[src/hdl/crcdf_pkg.sv]
package crcdf_pkg;

    localparam int FRAME_LEN = 32;
    localparam int BODY_LEN  = FRAME_LEN - 4;
    localparam int FILL_W    = $clog2(FRAME_LEN + 1);
    localparam int IDX_W     = $clog2(FRAME_LEN);

    localparam logic [IDX_W-1:0] FIRST_BODY_IDX = IDX_W'(2);
    localparam logic [IDX_W-1:0] LAST_BODY_IDX  = IDX_W'(FRAME_LEN - 3);
    localparam logic [FILL_W-1:0] FILL_ALMOST   = FILL_W'(FRAME_LEN - 1);

    localparam int QDEPTH  = 4;
    localparam int QPTR_W  = $clog2(QDEPTH);
    localparam int QCNT_W  = $clog2(QDEPTH + 1);

    localparam logic [15:0] CRC_POLY = 16'h1021;
    localparam logic [15:0] CRC_INIT = 16'hFFFF;

    // configuration register indexes
    localparam logic REG_SYNC_FIRST  = 1'b0;
    localparam logic REG_SYNC_SECOND = 1'b1;

    typedef struct packed {
        logic [7:0]  body_byte;
        logic        last_of_frame;
        logic [31:0] frames_total;
        logic [31:0] resync_total;
    } t_qent;

    typedef struct packed {
        logic  push;
        t_qent ent;
    } t_qreq;

    // one byte of CRC-16/CCITT-FALSE, MSB first
    function automatic logic [15:0] crc_byte(input logic [15:0] crc_in,
                                             input logic [7:0]  data);
        logic [15:0] c;
        c = crc_in ^ {data, 8'h00};
        for (int b = 0; b < 8; b++) begin
            if (c[15]) begin
                c = {c[14:0], 1'b0} ^ CRC_POLY;
            end else begin
                c = {c[14:0], 1'b0};
            end
        end
        return c;
    endfunction

endpackage

[src/hdl/crcdf_front.sv]
module crcdf_front
    import crcdf_pkg::*;
(
    input  logic        i_clk,
    input  logic        i_rst_n,
    input  logic        i_valid,
    output logic        o_ready,
    input  logic [7:0]  i_byte,
    input  logic [7:0]  i_sync_first,
    input  logic [7:0]  i_sync_second,
    input  logic        i_q_full,
    output t_qreq       o_qreq
);

    localparam logic [1:0] S_IDLE  = 2'd0;
    localparam logic [1:0] S_CRC   = 2'd1;
    localparam logic [1:0] S_CHECK = 2'd2;
    localparam logic [1:0] S_EMIT  = 2'd3;

    logic [1:0]        r_state, n_state;
    logic [FILL_W-1:0] r_fill, n_fill;
    logic [IDX_W-1:0]  r_idx, n_idx;
    logic [15:0]       r_crc, n_crc;
    logic [31:0]       r_frames, n_frames;
    logic [31:0]       r_resync, n_resync;
    logic [7:0]        r_win [FRAME_LEN];

    logic accept;
    logic pass;
    logic [7:0] cur_byte;

    assign o_ready  = (r_state == S_IDLE);
    assign accept   = i_valid && o_ready;
    assign cur_byte = r_win[r_idx];
    assign pass     = (r_win[0] == i_sync_first) && (r_win[1] == i_sync_second) &&
                      (r_crc == {r_win[FRAME_LEN-1], r_win[FRAME_LEN-2]});

    // window as a shift line: newest byte at the top, oldest at index 0 when full
    always_ff @(posedge i_clk) begin
        if (accept) begin
            r_win[FRAME_LEN-1] <= i_byte;
            for (int j = 0; j < FRAME_LEN - 1; j++) begin
                r_win[j] <= r_win[j+1];
            end
        end
    end

    always_comb begin
        n_state  = r_state;
        n_fill   = r_fill;
        n_idx    = r_idx;
        n_crc    = r_crc;
        n_frames = r_frames;
        n_resync = r_resync;
        o_qreq.push               = 1'b0;
        o_qreq.ent.body_byte      = cur_byte;
        o_qreq.ent.last_of_frame  = (r_idx == LAST_BODY_IDX);
        o_qreq.ent.frames_total   = r_frames;
        o_qreq.ent.resync_total   = r_resync;
        case (r_state)
            S_IDLE: begin
                if (accept) begin
                    if (r_fill == FILL_ALMOST) begin
                        n_fill  = FILL_W'(FRAME_LEN);
                        n_idx   = FIRST_BODY_IDX;
                        n_crc   = CRC_INIT;
                        n_state = S_CRC;
                    end else begin
                        n_fill = r_fill + FILL_W'(1);
                    end
                end
            end
            S_CRC: begin
                n_crc = crc_byte(r_crc, cur_byte);
                if (r_idx == LAST_BODY_IDX) begin
                    n_state = S_CHECK;
                end else begin
                    n_idx = r_idx + IDX_W'(1);
                end
            end
            S_CHECK: begin
                if (pass) begin
                    n_frames = r_frames + 32'd1;
                    n_idx    = FIRST_BODY_IDX;
                    n_state  = S_EMIT;
                end else begin
                    // drop the oldest byte; the next shift pushes it out
                    n_fill   = FILL_ALMOST;
                    n_resync = r_resync + 32'd1;
                    n_state  = S_IDLE;
                end
            end
            S_EMIT: begin
                if (!i_q_full) begin
                    o_qreq.push = 1'b1;
                    if (r_idx == LAST_BODY_IDX) begin
                        n_fill  = '0;
                        n_state = S_IDLE;
                    end else begin
                        n_idx = r_idx + IDX_W'(1);
                    end
                end
            end
            default: begin
                n_state = S_IDLE;
            end
        endcase
    end

    always_ff @(posedge i_clk) begin
        if (!i_rst_n) begin
            r_state  <= S_IDLE;
            r_fill   <= '0;
            r_frames <= '0;
            r_resync <= '0;
        end else begin
            r_state  <= n_state;
            r_fill   <= n_fill;
            r_frames <= n_frames;
            r_resync <= n_resync;
        end
    end

    always_ff @(posedge i_clk) begin
        r_idx <= n_idx;
        r_crc <= n_crc;
    end

endmodule

[src/hdl/crcdf_queue.sv]
module crcdf_queue
    import crcdf_pkg::*;
(
    input  logic  i_clk,
    input  logic  i_rst_n,
    input  t_qreq i_qreq,
    output logic  o_full,
    output logic  o_valid,
    output t_qent o_ent,
    input  logic  i_pop
);

    logic [QPTR_W-1:0] r_wr, r_rd;
    logic [QCNT_W-1:0] r_cnt, n_cnt;
    t_qent             r_mem [QDEPTH];

    logic do_push, do_pop;

    assign o_full  = (r_cnt == QCNT_W'(QDEPTH));
    assign o_valid = (r_cnt != '0);
    assign o_ent   = r_mem[r_rd];
    assign do_push = i_qreq.push && !o_full;
    assign do_pop  = i_pop && o_valid;

    always_comb begin
        n_cnt = r_cnt;
        if (do_push && !do_pop) begin
            n_cnt = r_cnt + QCNT_W'(1);
        end else if (do_pop && !do_push) begin
            n_cnt = r_cnt - QCNT_W'(1);
        end
    end

    always_ff @(posedge i_clk) begin
        if (do_push) begin
            r_mem[r_wr] <= i_qreq.ent;
        end
    end

    always_ff @(posedge i_clk) begin
        if (!i_rst_n) begin
            r_wr  <= '0;
            r_rd  <= '0;
            r_cnt <= '0;
        end else begin
            r_cnt <= n_cnt;
            if (do_push) begin
                r_wr <= r_wr + QPTR_W'(1);
            end
            if (do_pop) begin
                r_rd <= r_rd + QPTR_W'(1);
            end
        end
    end

endmodule

[src/hdl/crcdf_back.sv]
module crcdf_back
    import crcdf_pkg::*;
(
    input  logic        i_clk,
    input  logic        i_rst_n,
    input  logic        i_q_valid,
    input  t_qent       i_q_ent,
    output logic        o_q_pop,
    output logic        o_valid,
    input  logic        i_ready,
    output logic [71:0] o_data,
    output logic        o_last
);

    logic  r_valid;
    t_qent r_ent;

    // refill the output register when it is empty or being taken
    assign o_q_pop = i_q_valid && (!r_valid || i_ready);
    assign o_valid = r_valid;
    assign o_data  = {r_ent.resync_total, r_ent.frames_total, r_ent.body_byte};
    assign o_last  = r_ent.last_of_frame;

    always_ff @(posedge i_clk) begin
        if (!i_rst_n) begin
            r_valid <= 1'b0;
        end else if (o_q_pop) begin
            r_valid <= 1'b1;
        end else if (i_ready) begin
            r_valid <= 1'b0;
        end
    end

    always_ff @(posedge i_clk) begin
        if (o_q_pop) begin
            r_ent <= i_q_ent;
        end
    end

endmodule

[src/hdl/sync_crc_frame_deframer.sv]
// Channel   Dir  Handshake                     Payload
// s_axis    in   s_axis_tvalid/s_axis_tready   tdata[7:0] byte_in
// m_axis    out  m_axis_tvalid/m_axis_tready   tdata: body_byte, frames_total, resync_total;
//                                              tlast: last_of_frame
// cfg       in   i_cfg_we                      i_cfg_addr index, i_cfg_data value
//
// A byte that does not fill the window is stored. A byte that fills it starts a
// byte-serial CRC sweep over the body and a check before the next byte. On a pass the
// body goes out at one byte per cycle while the queue is not full, through a 4-entry queue
// and an output register; s_axis_tready stays low until the last body byte is queued.
// Synchronous active-low reset clears counters, fill and the queue; window bytes are
// not cleared. A stalled m_axis stalls only the emit sweep once the queue is full.
module sync_crc_frame_deframer
    import crcdf_pkg::*;
(
    input  logic        i_clk,
    input  logic        i_rst_n,
    input  logic        s_axis_tvalid,
    output logic        s_axis_tready,
    input  logic [7:0]  s_axis_tdata,   // [7:0] byte_in
    output logic        m_axis_tvalid,
    input  logic        m_axis_tready,
    output logic [71:0] m_axis_tdata,   // [7:0] body_byte, [39:8] frames_total,
                                        // [71:40] resync_total
    output logic        m_axis_tlast,   // last_of_frame
    input  logic        i_cfg_we,
    input  logic        i_cfg_addr,
    input  logic [7:0]  i_cfg_data
);

    logic [7:0] r_sync_first;
    logic [7:0] r_sync_second;

    t_qreq qreq;
    t_qent q_ent;
    logic  q_full;
    logic  q_valid;
    logic  q_pop;

    always_ff @(posedge i_clk) begin
        if (!i_rst_n) begin
            r_sync_first  <= '0;
            r_sync_second <= '0;
        end else if (i_cfg_we) begin
            case (i_cfg_addr)
                REG_SYNC_FIRST:  r_sync_first  <= i_cfg_data;
                REG_SYNC_SECOND: r_sync_second <= i_cfg_data;
                default: begin
                end
            endcase
        end
    end

    crcdf_front u_front (
        .i_clk         (i_clk),
        .i_rst_n       (i_rst_n),
        .i_valid       (s_axis_tvalid),
        .o_ready       (s_axis_tready),
        .i_byte        (s_axis_tdata),
        .i_sync_first  (r_sync_first),
        .i_sync_second (r_sync_second),
        .i_q_full      (q_full),
        .o_qreq        (qreq)
    );

    crcdf_queue u_queue (
        .i_clk   (i_clk),
        .i_rst_n (i_rst_n),
        .i_qreq  (qreq),
        .o_full  (q_full),
        .o_valid (q_valid),
        .o_ent   (q_ent),
        .i_pop   (q_pop)
    );

    crcdf_back u_back (
        .i_clk     (i_clk),
        .i_rst_n   (i_rst_n),
        .i_q_valid (q_valid),
        .i_q_ent   (q_ent),
        .o_q_pop   (q_pop),
        .o_valid   (m_axis_tvalid),
        .i_ready   (m_axis_tready),
        .o_data    (m_axis_tdata),
        .o_last    (m_axis_tlast)
    );

endmodule
[config.mk]
export PLATFORM = sky130hd
export DESIGN_NAME = sync_crc_frame_deframer
export DESIGN_NICKNAME = d
export VERILOG_FILES = /design/src/hdl/crcdf_pkg.sv /design/src/hdl/crcdf_front.sv /design/src/hdl/crcdf_queue.sv /design/src/hdl/crcdf_back.sv /design/src/hdl/sync_crc_frame_deframer.sv
export SDC_FILE = /design/constraint.sdc
export NUM_CORES = 1
export LEC_CHECK = 0
export ABC_CLOCK_PERIOD_IN_PS = 15840
export BUFFER_PORTS_ARGS = -buffer_cell sky130_fd_sc_hd__buf_2
export CAP_MARGIN = 30
export CORE_MARGIN = 10
export CORE_UTILIZATION = 66
export CTS_CLUSTER_DIAMETER = 50
export CTS_CLUSTER_SIZE = 25
export DETAILED_ROUTE_END_ITERATION = 10
export PLACE_DENSITY = 0.84
export SKIP_LAST_GASP = 1
export SYNTH_ARGS = -nofsm -noshare
export SYNTH_HDL_FRONTEND = slang
export SYNTH_SLANG_ARGS = --single-unit
[constraint.sdc]
create_clock -name i_clk -period 15.84 [get_ports i_clk]
set_input_delay 3.96 -clock i_clk [delete_from_list [all_inputs] [get_ports i_clk]]
set_output_delay 3.96 -clock i_clk [all_outputs]
set_load 0.02 [all_outputs]
## Word level (Yosys, flattened, before mapping)

Memory sizes are Yosys's and may differ from the RTL's. A register that Yosys moved wholly into a read port is not among the register bits.
Index checks and enable logic that the tools add are counted.

- Register bits: 117
- Latch bits: 0
- Memory bits (writable): 548
- ROM bits: 0
- Output and inout port bits: 75
- Logic and storage cells: 124
- Memories: 2

- Add/subtract/negate cells: 8
- Multiply operators: 0
- Div/mod/pow operators: 0
- Order comparisons: 0
- Eq/ne operators: 16
- Shift-type cells: 0
- Muxes and demuxes: 48
- Bitwise logic cells: 11
- Reduce and logical (&&, ||, !) cells: 27

Memories:

| memory | words | width | rd ports | clocked after Yosys merged registers in | write ports | RTL line | text |
|---|---|---|---|---|---|---|---|
| u_queue.r_mem | 4 | 73 | 1 | 1 | 1 | crcdf_queue.sv:15 | `t_qent r_mem [QDEPTH];` |
| u_front.r_win | 32 | 8 | 33 | 1 | 32 | crcdf_front.sv:26 | `logic [7:0] r_win [FRAME_LEN];` |

Operators with widths:

| kind | number |
|---|---|
| 16-bit two-way mux | 9 |
| 13-bit two-way mux | 8 |
| 32-bit by 1-bit adder with 32-bit output, second input constant | 2 |
| 16-bit one-hot mux with 2 select lines | 1 |
| 5-bit two-way mux | 6 |
| 6-bit two-way mux | 5 |
| 3-bit NOT | 8 |
| 5-bit one-hot mux with 4 select lines | 1 |
| 6-bit one-hot mux with 3 select lines | 1 |
| 16-bit equality test | 1 |
| 8-bit equality test | 2 |
| 16-bit XOR | 1 |
| 2-bit two-way mux | 6 |
| 5-bit AND reduction | 2 |
| 1-bit logical AND | 8 |
| 1-bit two-way mux | 8 |
| 2-bit != test, second input constant | 4 |
| 2-bit one-hot mux with 4 select lines | 1 |
| 2-bit AND reduction | 4 |
| 6-bit by 1-bit adder with 6-bit output, second input constant | 1 |
| 6-bit by 5-bit equality test with 1-bit output, second input constant | 1 |
| 3-bit two-way mux | 2 |
| 2-bit by 1-bit != test with 1-bit output, second input constant | 3 |
| 2-bit nonzero test | 3 |
| other kinds (15) | 22 |

## Logic depth before layout (Yosys ltp)

Gate-level depths: netlist of the first run.

- Depth after elaboration: 25
- Depth in mapped cells: 11

## Cells and area by module

A second synthesis of the first run with hierarchy kept.

- Cell total of the unflattened synthesis: 1618
- Area, all modules: 29204.3 um^2

By module, submodules not included:

| module | instances | cells each | area each (um^2) | sequential area each (um^2) |
|---|---|---|---|---|
| crcdf_front | 1 | 1050 | 15255.9 | 9859.5 |
| crcdf_queue | 1 | 429 | 11088.1 | 8948.6 |
| crcdf_back | 1 | 77 | 2239.6 | 2212.1 |
| sync_crc_frame_deframer | 1 | 62 | 620.6 | 320.3 |

## Worst setup path before layout of the first run

No wires, ideal clock.

- Kind: input to register
- Start point: input s_axis_tvalid
- End point: register u_front.r_fill[3]
- Library setup time: 0.128 ns
- Data arrival time: 11.296 ns
- Data required time: 15.712 ns
- Setup slack: 4.416 ns
- Stages: 5
- Path buffers: 0
- Cells stage by stage: and2_1 -> a21oi_1 -> a31oi_1 -> nor2_1 -> o221a_2

- Longest elaborated chain between the ends: 3

Ends and longest elaborated chain:

| element | RTL line | text |
|---|---|---|
| from (decl) | sync_crc_frame_deframer.sv:18 | `input logic s_axis_tvalid,` |
| 1-bit logical AND | crcdf_front.sv:33 | `assign accept = i_valid && o_ready;` |
| 2-bit != test (no source line) | n/a |  |
| 5-bit AND reduction (no source line) | n/a |  |
| to (signal assigned) | crcdf_front.sv:118 | `r_fill <= n_fill;` |
| to (decl) | crcdf_front.sv:21 | `logic [FILL_W-1:0] r_fill, n_fill;` |

Every way passes these cells.
A chain may end at the register's enable or synchronous reset.

## Final worst setup path of the first run

- Start point: input m_axis_tready
- End point: register u_queue.r_cnt[2]

- Longest elaborated chain between the ends: 6

Ends and longest elaborated chain:

| element | RTL line | text |
|---|---|---|
| from (decl) | sync_crc_frame_deframer.sv:22 | `input logic m_axis_tready,` |
| 1-bit logical OR (*) | crcdf_back.sv:19 | `assign o_q_pop = i_q_valid && (!r_valid \|\| i_ready);` |
| 1-bit logical AND (*) | crcdf_back.sv:19 |  |
| net q_pop | sync_crc_frame_deframer.sv:38 | `logic q_pop;` |
| 1-bit logical AND (*) | crcdf_queue.sv:23 | `assign do_pop = i_pop && o_valid;` |
| 1-bit logical NOT | crcdf_queue.sv:27 | `if (do_push && !do_pop) begin` |
| 1-bit logical AND | crcdf_queue.sv:27 |  |
| 3-bit two-way mux / 2-bit nonzero test (equally long branches) | n/a |  |
| to (signal assigned) | crcdf_queue.sv:46 | `r_cnt <= n_cnt;` |
| to (decl) | crcdf_queue.sv:14 | `logic [QCNT_W-1:0] r_cnt, n_cnt;` |

The timed path passes the listed nets; every way through them passes the cells marked *.

==> results of run 1 <==
[per-layer routing]
metal | vias to the layer above | share of wire
met1 | 7548 | 0.40
met2 | 554 | 0.50
met4 | 0 | 0.032
li1 | 6496 | -
met5 | - | 0
met3 | 108 | 0.069
[cell families after synthesis]
logic type,synth area share
fa+ha+maj,0.00503
xor+xnor,0.0348
simple gates,0.0627
flops,0.738
buf+inv,0.0161
compound gates,0.0247
mux,0.119
[final timing paths]
kind                             startpoint                             end  slack (ps)  cells past startpoint
max reg2reg                       flip-flop  u_front.r_crc[0]$_SDFFCE_PN1P_       11940                      6
min          u_front.r_win[21][7]$_DFFE_PP_  u_front.r_win[20][7]$_DFFE_PP_         420                      0
min reg2reg  u_front.r_win[21][7]$_DFFE_PP_  u_front.r_win[20][7]$_DFFE_PP_         420                      0
max                           m_axis_tready   u_queue.r_cnt[2]$_SDFFE_PN0P_       10200                     12
[layout by cell type, fill, tap and decap left out, drive strengths merged, types with 9 or more instances in the layout]
cell and instances:
nor2b 9, nor2 82, and2 13, xor2 44, nor4 25, buf 120
edfxtp 642, o21ai 21, ha 10, mux2i 78, nand2 72, nand3 43
clkinv 13, mux4 115, a21oi 39, and3 24, xnor2 48, nand2b 12
nor3 20, nand4 23, inv 49, dfxtp 101, clkbuf 49
[through the flow]
| step | std cells | total power [mW] | worst slack (ps) | util | instance area, um2 |
|---|---|---|---|---|---|
| 2_1_floorplan | 1606 | 4.13 | 4420 | - | 28900 |
| 3_3_place_gp | 2239 | 4.46 | 9610 | 0.693 | 29900 |
| 3_5_place_dp | 2243 | 4.54 | 9510 | 0.695 | 30000 |
| 4_1_cts | 2328 | 5.81 | 10080 | 0.732 | 31600 |
| 5_1_grt | 2332 | 6.05 | 10110 | 0.733 | 31700 |
| 6_report | 2332 | 5.79 | 10200 | 0.733 | 31700 |
[layout make-up]
class,count,share of cell area
sequential,743,0.673
multi-input combinational,766,0.225
clock buffer,49,0.0374
timing repair buffer,120,0.0244
tap,585,0.0231
clock inverter,36,0.0126
inverter,32,0.00379
antenna,1,0.0000790
[state kept, by name, summed over array words and instances, names as in the netlist, 3 cells and up, named ones only]
name and count:
u_queue.r_mem 292, u_front.r_win 256, u_back.o_data 72, u_front.r_frames 32
u_front.r_resync 32, u_front.r_crc 16, r_sync_first 8, r_sync_second 8
u_front.r_fill 6, u_front.r_idx 5, u_queue.r_cnt 3
[synthesized netlist by cell type (all sizes together), types with 5 or more instances]
| cell | number |
|---|---|
| a21oi | 39 |
| a221oi | 8 |
| and2 | 13 |
| and3 | 24 |
| and4 | 6 |
| buf | 31 |
| clkbuf | 34 |
| dfxtp | 101 |
| edfxtp | 642 |
| ha | 10 |
| inv | 31 |
| mux2 | 5 |
| mux2i | 78 |
| mux4 | 115 |
| nand2 | 72 |
| nand2b | 12 |
| nand3 | 43 |
| nand4 | 23 |
| nor2 | 82 |
| nor2b | 9 |
| nor3 | 20 |
| nor3b | 7 |
| nor4 | 25 |
| o21a | 7 |
| o21ai | 21 |
| or3 | 8 |
| xnor2 | 48 |
| xnor3 | 8 |
| xor2 | 44 |
[power by group]
group / total [mW] / internal [mW] / switching, mW
Clock: 1.29 / 0.613 / 0.675
Sequential: 2.97 / 2.70 / 0.266
Combinational: 1.53 / 0.645 / 0.886
Total: 5.79 / 3.96 / 1.83
[worst reg2reg max path: cells and delay by family (launching register included)]
family,cells,cell delay (ps)
xor gates and xnor gates,1,510
buffers and inverters,1,780
DFF,1,810
and+or+nand+nor,3,940
muxes,1,620
==> results.txt, run 1 <==
The flow ran to the end, and the final reports show no timing, DRC or antenna violations. Yosys attributes the largest share of cell area to edfxtp_1 67%, mux4_2 8.8%, dfxtp_1 7.0%, mux2i_1 2.7%, xnor2_1 1.4%. The count of instances resized after the clock tree is built came out at 0. The vertical extent of the die is 229 um. The synthesized design contains 642 enable-type register cells. The worst setup path is of the in -> reg kind. The level count of the clock H-tree is 2. The total overflow left after global routing is 0. The net count of the finished layout is 1742. Summing all multi-input logic gate instances after layout gives roughly 7100 um2. Across the VDD grid, the largest voltage drop is about 0.16 mV. The gate count after technology mapping is 1606.

The slowest stage cell on the critical path is fa_1. The time the final worst path needs with I/O delays and setup came out at 5640 ps. The standby leakage power came out at 10.8 nW. The number of antenna violations at the first check in global routing is 1. Dividing total power by cell area gives a power density of approximately 180 nW/um2.

The number of buffers added by the clock tree synthesis step came out at 46. The number of distinct library cells after synthesis is between 60 and 70. The cell sitting at the root of the clock tree is a clkbuf_16. The total DRC errors in the routed layout is 0. The x dimension of the die came out at ~230 um.

The worst min-delay path category is reg -> reg. The max-slew violation total from the final report is 0. The largest total area in the synthesized netlist belongs to edfxtp_1. Before antenna repair, the detailed router went through 6 iterations.

The number of nets handed over by synthesis was 1639. The clock-pin slew reported for the worst setup and hold paths after clock tree synthesis is 90 ps. The TritonCTS clock tree is done. The transition at the pin with the smallest max-transition slack came out at 956 ps.

The number of synthesized register bits is 743. The met2 layer usage reported by global route came out at 0.329. The average cell area after synthesis is 18.0 um2. The routed via count divided by cell count came out at 6.31. The number of buffer and inverter stages on the critical path is 6. The Yosys step of the flow raised 0 warnings. Data arrives at the worst endpoint at 6160 ps. The tool flagged a number of max-cap violations equal to 0.

The number of ports placed on the die boundary came out at a little under 100. The setup skew after layout is around 40 ps. The maximum clock frequency came out at 177 MHz. Setup violations remaining at the end of the flow were counted as 0.

The most used flip-flop cell after synthesis is edfxtp_1. The summed negative setup slack over all endpoints came out at 0 ps. CTS saw roughly 740 sinks. The routed design has ~53000 um of wire. The first-pass GRT wire length is about 84000 um.

The number of global-route vias before repair is 15.0k. The number of buffers inserted to repair setup after CTS is 0. Traced cell by cell, the critical path runs through buf_2, inv_1, a21oi_4, buf_4, buf_12, inv_1, ha_1, inv_1, fa_1, xor2_1, or3_1, a21oi_1. No sink is reached through more buffers than the 3 on the longest clock path. The overall routing resource usage is 0.202. The maximum number of pins on one net before global-route repair is 180. After floorplanning, the core was divided into between 70 and 80 placement rows. The final count of hold timing violations is 0. The met3 routing resource usage after global routing is 0.0391. The top cell type's share of synthesized area is 0.668. The worst-case headroom to the max-slew limit is 0.362. The share of the Yosys chip area taken by registers is 0.738. The layer flagged by global routing as most heavily used is met2. The latest clock arrival within the worst-skew pair came out at 600 ps. The cts-stage hold buffer count is 0. The sequential cell area is 21300 um2.

The worst hold slack after final layout is approximately 420 ps. The routed wirelength normalized by instance count is roughly 23 um. The met1 track utilization from global routing is 0.271.

The final cycle utilization of the critical path came out at 0.356. The HPWL after detailed placement is 32400 um. The synthesis-to-layout area growth is 9.64%. The routability-driven placement congestion ratio came out at between 0.8 and 0.9. The synthesized netlist occupies a cell area of 28900 um2. The starting utilization of the core area came out at 0.669.

Broken down by cell family, the worst path's largest delay share belongs to buffers and inverters. The die covers roughly 53000 um2. The remaining antenna violation count after routing is 0. STA classifies the critical path startpoint as a primary input.

The count of filler cells inserted in the layout came out at 2494. The count of buffers added on input and output ports is 96. The required time of the critical path is 16360 ps. Setup repair after global routing left no endpoint under its margin. The floorplan core area is 43200 um2. In this run the worst path has a maximum fanout of 42. The biggest cell delay along the critical path is 370 ps. By instance count, the cell type seen most on the critical path is inv_1. The violation count after the first detailed-routing iteration came out at 1642. In the synthesized netlist the async set-or-reset flop fraction comes to 0. The sort of element at the end of the critical path is a flip-flop. Of the cells placed in the final design, the portion with a size suffix greater than 1 is 0.199. Summing over every cut layer, the via total after detailed routing is approximately 15k.
Note: power is estimated with default switching activity, not from simulation.
==> run 2: changes to the inputs <==
Settings changed: ABC_CLOCK_PERIOD_IN_PS 15840 to 4500, CORE_UTILIZATION 66 to 56, PLACE_DENSITY 0.84 to 0.76.
Clock period 15.84 ns to 4.5 ns, I/O delays scaled along.
==> results.txt, run 2 (synthesis results as in run 1) <==
The violation count after the first detailed-routing iteration was 1591 (-3.1%). The setup skew after layout is 38.4 ps (-1.42 ps). The net count of the finished layout came out at 1758 (+0.92%). Traced cell by cell, the critical path runs through buf_4, mux4_2, mux2i_1, mux2i_1, o22a_1, xnor2_1, xnor3_1, mux2i_1. The total overflow reported by the global router was 0 (unchanged).

The detailed-route wire length came out at 54500 um (+2.8%). The floorplan core area is 51200 um2 (+19%). The required time of the critical path came out at 4870 ps (-11490 ps). The first-pass GRT wire length came out at 84700 um (+0.48%). STA classifies the critical path startpoint as a flip-flop. The HPWL after detailed placement is 33800 um (+4.4%). The number of core rows came out at 83 (+9.2%).

TritonCTS built the clock tree. The number of buffers added by the clock tree synthesis step is 56 (+22%). The ratio of total power to cell area came out at 659 nW/um2 (+260%).

The clock-pin slew reported for the worst setup and hold paths after clock tree synthesis is 80 ps (about the same). The total number of vias came out at 14.6k (-0.92%). The overall power of the completed layout came to 21.2 mW (+270%). The full die area came out at 61000 um2 (+16%). Ranked by flip-flop count, first place goes to u_queue.r_mem. The routed via count divided by cell count came to 5.94 (-5.9%). The number of port buffers is 96 (unchanged).

The run finished with clean final reports. The number of setup violations in the final report is 0 (unchanged). The transition at the pin with the smallest max-transition slack came to 902 ps (-54.5 ps). The worst setup path is captured at a flip-flop.

The number of max-cap violations was 0 (unchanged). The worst-case headroom to the max-slew limit is 0.398 (+0.0357). The worst reg-to-reg setup slack is 1120 ps (-10820 ps).

The worst endpoint data arrival time came out at 3750 ps (-2410 ps). The fraction of layout instances using a drive strength above 1 is 0.211 (+0.0116). The vertical extent of the die came out at 247 um (+7.8%). The number of sinks on the clock net came to 743 (unchanged). The x dimension of the die is 247 um (+7.8%). The number of antenna violations at the first check in global routing came to 1 (unchanged). The remaining antenna violation count after routing is 0 (unchanged). The endpoint identified for the worst register-to-register timing path is u_front.r_crc[14]$_SDFFCE_PN1P_. The final cycle utilization of the critical path came out at 0.750. The summed negative setup slack over all endpoints was 0 ps (unchanged). The overall routing resource usage came out at 0.178 (-0.0240). The number of global-route vias before repair is 14.6k (-3.2%). The max-slew violation total from the final report came out at 0 (unchanged). The number of ports placed on the die boundary is 97 (unchanged).

The logic depth of the worst register-to-register path came to 8 (+2). The total DRC errors in the routed layout is 0 (unchanged). The number of instances in the placed design came out at 2346 (+4.6%). The cell count of the worst hold path is 0 (unchanged). In this run the most critical hold path is launched from u_front.r_win[15][7]$_DFFE_PP_. The maximum number of pins on one net before global-route repair was 106 (-41%).

Setup repair after global routing left no endpoint under its margin. The peak supply drop came out at 0.620 mV (+280%). The synthesis-to-layout area growth is 11.7%. The time the final worst path needs with I/O delays and setup came out at 3380 ps. The iteration count of the initial detailed-routing pass is 5 (-1). The routability-driven placement congestion ratio was 0.864 (+2.7%). The level count of the clock H-tree was 2 (unchanged). The largest buffer count on any clock path came out at 3 (unchanged). The starting utilization of the core area is 0.564 (-0.105). The count of instances resized after the clock tree is built is 0 (unchanged). For hold timing, the worst endpoint is u_front.r_win[14][7]$_DFFE_PP_.

The top cell types in the final layout, fill and taps aside, are 642 x edfxtp_1, 113 x mux4_2, 97 x dfxtp_1. Counting stages on the worst path, the most repeated cell is mux2i_1. The latest clock arrival within the worst-skew pair is 640 ps (+40 ps). The routed wirelength normalized by instance count is 22.2 um (-2.3%). The maximum clock frequency came out at 296 MHz.

The flip-flop count of the largest register after layout came out at 292 (unchanged). The min-delay analysis places its worst path in the category reg -> reg. The maximum fanout along the worst path came out at 21 (-50%). Leaving out fill and tap cells, the most frequent cell in the layout is edfxtp_1. The non-filler instance count after layout is 2454 (+5.2%). The largest individual stage delay along the critical path comes from the cell dfxtp_2. The critical path is of the reg -> reg type. The biggest cell delay along the critical path is 830 ps (+460 ps). The standby leakage power is 11.0 nW (+2.3%). The cts-stage hold buffer count is 0 (unchanged). The number of buffers inserted to repair setup after CTS came out at 0 (unchanged).

The final count of hold timing violations is 0 (unchanged). In this run the clock root is driven by a clkbuf_16.
-- run 2: stage by stage --
| stage | cell area (um2) | hold slack, ps | setup WS [ps] | util |
|---|---|---|---|---|
| 2_1_floorplan | 28900 | 417 | 36.2 | - |
| 3_3_place_gp | 30200 | 423 | 1120 | 0.589 |
| 3_5_place_dp | 30200 | 431 | 1150 | 0.589 |
| 4_1_cts | 32200 | 430 | 1120 | 0.629 |
| 5_1_grt | 32200 | 429 | 913 | 0.630 |
| 6_report | 32200 | 433 | 1120 | 0.630 |
-- run 2: how the worst max path moves through the flow --
stage | slack, ps | from | cells past startpoint | to
finish | 1120 | flip-flop | 8 | u_front.r_crc[14]$_SDFFCE_PN1P_
global route | 910 | flip-flop | 8 | u_front.r_crc[14]$_SDFFCE_PN1P_
CTS | 1120 | flip-flop | 8 | u_front.r_crc[14]$_SDFFCE_PN1P_
detailed placement | 1150 | flip-flop | 8 | u_front.r_crc[0]$_SDFFCE_PN1P_
global placement | 1120 | flip-flop | 8 | u_front.r_crc[0]$_SDFFCE_PN1P_
floorplan | 40 | m_axis_tready | 9 | u_queue.r_cnt[2]$_SDFFE_PN0P_
-- run 2: area by class of cell --
class / instances / area (um2)
Antenna cell: 1 / 2.50
Multi-Input combinational cell: 766 / 7130
Timing Repair Buffer: 126 / 776
Clock buffer: 62 / 1480
Tap cell: 680 / 851
Clock inverter: 44 / 574
Fill cell: 3428 / 19000
Inverter: 32 / 120
Sequential cell: 743 / 21300
-- run 2: layer usage --
layer | global-route usage | vias up | routed length [um]
met5 | 0 | - | 0
li1 | - | 6543 | -
met2 | 0.289 | 459 | 26800
met1 | 0.247 | 7494 | 23100
met4 | 0.0496 | 0 | 1190
met3 | 0.0312 | 74 | 3410
-- run 2: critical path, delay by kind of cell, from the launching register on --
kind                   cells  cell delay [ps]
AO/OA/AOI/OAI              1              310
XOR/XNOR                   2              520
buffers and inverters      1              430
flip-flops                 1              830
multiplexers               4             1000
-- run 2: power breakdown --
part           internal [mW]  switching (mW)  total (mW)
clock network           2.76            2.64        5.40
logic                   2.28            3.07        5.35
registers               9.51           0.984        10.5
==> run 3: changes to the inputs <==
Settings changed: ABC_CLOCK_PERIOD_IN_PS 4500 to 3400, CORE_UTILIZATION 56 to 62, PLACE_DENSITY 0.76 to 0.8.
Clock period 4.5 ns to 3.4 ns, I/O delays scaled along.
==> results.txt, run 3 (synthesis results as in run 1) <==
The routability-driven placement congestion ratio came out at 0.866 (+0.28%). The sequential share of power is 0.510 (+0.016). The cts-stage hold buffer count is 0 (unchanged).

The met2 layer usage reported by global route came out at 0.336 (+0.0478). The transition at the pin with the smallest max-transition slack is 853 ps (-48.5 ps). On the critical path, the stage with the largest delay is an instance of dfxtp_4.

The clock power share came out at 0.220 (-0.034). The worst hold slack after final layout came to 412 ps (-21.1 ps). The routed via count divided by cell count is 6.22 (+4.7%). The max-slew violation total from the final report is 0 (unchanged). The x dimension of the die came out at 236 um (-4.6%). The number of ports placed on the die boundary is 97 (unchanged). The number of buffers inserted to repair setup after CTS came to 0 (unchanged).

The maximum clock frequency is 331 MHz (+12%). The worst setup path is launched from a flip-flop. The number of sinks on the clock net is 743 (unchanged).

The net count of the finished layout came out at 1768 (+0.57%). The total net switching power came to 8.56 mW (+28%). The level count of the clock H-tree was 2 (unchanged). The met3 routing resource usage after global routing is 0.0429 (+0.0117). The internal power is 18.5 mW (+27%).

The number of global-route vias before repair came out at 15.2k (+4.5%). The largest buffer count on any clock path came out at 3 (unchanged). The peak supply drop came out at 0.999 mV (+61%). The net switching share of the total power came to 0.316 (+0.00108). The count of instances resized after the clock tree is built came out at 0 (unchanged). The total overflow reported by the global router came out at 0 (unchanged). TritonCTS built the clock tree. The share of the core filled with cells is 0.689 (+0.0595). The flow ran to the end, and the final reports show no timing, DRC or antenna violations. The first-pass GRT wire length was 88500 um (+4.5%). The register name with the most flops is u_queue.r_mem.

The worst setup path is captured at a flip-flop. The required time of the critical path is 3780 ps (-1090 ps). The number of antenna violations at the first check in global routing came out at 2 (+1). The final cycle utilization of the critical path is 0.890 (+0.140). The combinational group share of total power came out at 0.270 (+0.018). The number of buffers added by the clock tree synthesis step was 47 (-16%). The ratio of total power to cell area was 850 nW/um2 (+29%). The library cell used most frequently in the layout, excluding fill and tap cells, is edfxtp_1. The overall routing resource usage is 0.203 (+0.0244). The area of placed instances came out at 30300 um2 (+0.43%). The synthesis-to-layout area growth is 10.4%.

Walking the worst path, the cells encountered are buf_12, buf_4, mux2i_1, a221oi_1, a22oi_1, nand2_1, o21a_1, xnor3_1, or2_1. The standby leakage power came to 10.9 nW (-1.1%). The setup skew after layout came out at 45.0 ps (+6.61 ps).

The number of core rows is 79 (-4.8%). The total DRC errors in the routed layout came out at 0 (unchanged). Setup repair after global routing left no endpoint under its margin. The floorplan core area is 46300 um2 (-9.6%).

The number of setup violations in the final report is 0 (unchanged). The latest clock arrival within the worst-skew pair came out at 620 ps (-20 ps). The violation count after the first detailed-routing iteration came out at 1574 (-1.1%). The finished layout cell area came out at 31900 um2 (-1.1%). The clock-pin slew reported for the worst setup and hold paths after clock tree synthesis is 90 ps (about the same). The vertical extent of the die came out at 236 um (-4.6%). The maximum number of pins on one net before global-route repair came out at 84 (-21%). The total number of vias is 14.8k (+1.6%). The full die area is 55600 um2 (-8.9%). In the layout the commonest cells are 642 x edfxtp_1, 113 x mux4_2, 97 x dfxtp_1.

The worst-case headroom to the max-slew limit is 0.430 (+0.0322). The detailed-route wire length is 56400 um (+3.4%). The area of the multi-input gates came out at 7130 um2 (about the same). The maximum fanout along the worst path came out at 46 (+120%).

The fraction of layout instances using a drive strength above 1 is 0.208 (-0.00282). The routed wirelength normalized by instance count came out at 23.7 um (+6.5%). The CTS root buffer is clkbuf_16. The worst min-delay path category is in -> reg.

The iteration count of the initial detailed-routing pass is 8 (+3). The sequential cell area came out at 21300 um2 (unchanged). The met1 track utilization from global routing is 0.269 (+0.0215). The number of max-cap violations is 0 (unchanged). The global routing stage identified its most utilized layer as met2.

The count of filler cells inserted in the layout was 2837 (-17%). The setup path with the least slack is of type reg -> reg. The starting utilization of the core area is 0.624 (+0.0602). The remaining antenna violation count after routing came out at 0 (unchanged). The time the final worst path needs with I/O delays and setup came to 3030 ps (-351 ps). The worst endpoint data arrival time came out at 3400 ps (-350 ps). The final count of hold timing violations came out at 0 (unchanged). The flip-flop count of the largest register after layout is 292 (unchanged). The biggest cell delay along the critical path came out at 540 ps (-290 ps).

The number of port buffers was 96 (unchanged). The HPWL after detailed placement came out at 35300 um (+4.4%).
-- run 3: cell types whose count changed in the layout (fill, tap and decap cells not counted), moves of 2 or more --
cell / before / now
inv_6: 9 / 7
inv_4: 3 / 0
bufinv_16: 4 / 1
buf_12: 4 / 10
buf_4: 25 / 38
inv_12: 3 / 0
clkbuf_16: 57 / 47
clkbuf_1: 2 / 9
clkinv_8: 8 / 5
-- run 3: power groups by stage --
| stage | Clock [mW] | Combinational [mW] | Sequential [mW] |
|---|---|---|---|
| 2_1_floorplan | 0 | 4.99 | 14.0 |
| 5_1_grt | 6.42 | 7.87 | 14.0 |
| 6_report | 5.97 | 7.30 | 13.8 |
| 4_1_cts | 6.09 | 7.33 | 13.8 |
| 3_3_place_gp | 0 | 7.06 | 13.9 |
| 3_5_place_dp | 0 | 7.28 | 14.0 |
-- run 3: per-layer routing --
| metal | vias to the layer above | routed length, um |
|---|---|---|
| li1 | 6557 | - |
| met1 | 7591 | 22700 |
| met2 | 561 | 28300 |
| met3 | 91 | 4060 |
| met4 | 2 | 1320 |
| met5 | - | 17 |
-- run 3: path summary, 6_finish.rpt --
check / cells past startpoint / endpoint / from / slack [ps]
max: 9 / u_front.r_crc[3]$_SDFFCE_PN1P_ / flip-flop / 370
min reg2reg: 0 / u_front.r_win[9][7]$_DFFE_PP_ / u_front.r_win[10][7]$_DFFE_PP_ / 430
max reg2reg: 9 / u_front.r_crc[3]$_SDFFCE_PN1P_ / flip-flop / 370
min: 1 / u_front.r_win[31][0]$_DFFE_PP_ / s_axis_tdata[0] / 410
-- run 3: area by class of cell --
cell class	instances	area share
clock inverter	29	0.0102
antenna	1	0.0000785
timing repair buffer	145	0.0312
multi-input combinational	766	0.224
clock buffer	58	0.0388
tap	607	0.0238
sequential	743	0.668
inverter	32	0.00377
-- run 3: stage by stage --
| step | power (mW) | instances | setup WS, ps | TNS (ps) |
|---|---|---|---|---|
| 6_report | 27.1 | 2381 | 374 | 0 |
| 5_1_grt | 28.3 | 2381 | 160 | 0 |
| 4_1_cts | 27.3 | 2379 | 341 | 0 |
| 3_5_place_dp | 21.3 | 2292 | 374 | 0 |
| 3_3_place_gp | 21.0 | 2292 | 414 | 0 |
| 2_1_floorplan | 19.0 | 1606 | -282 | -632 |
-- run 3: worst max-delay path: cells and delay by family, from the launching register on --
kind            cells  cell delay (ps)
buf+inv             2              610
compound gates      3              880
mux                 1               90
xor+xnor            1              370
flops               1              540
simple gates        2              300
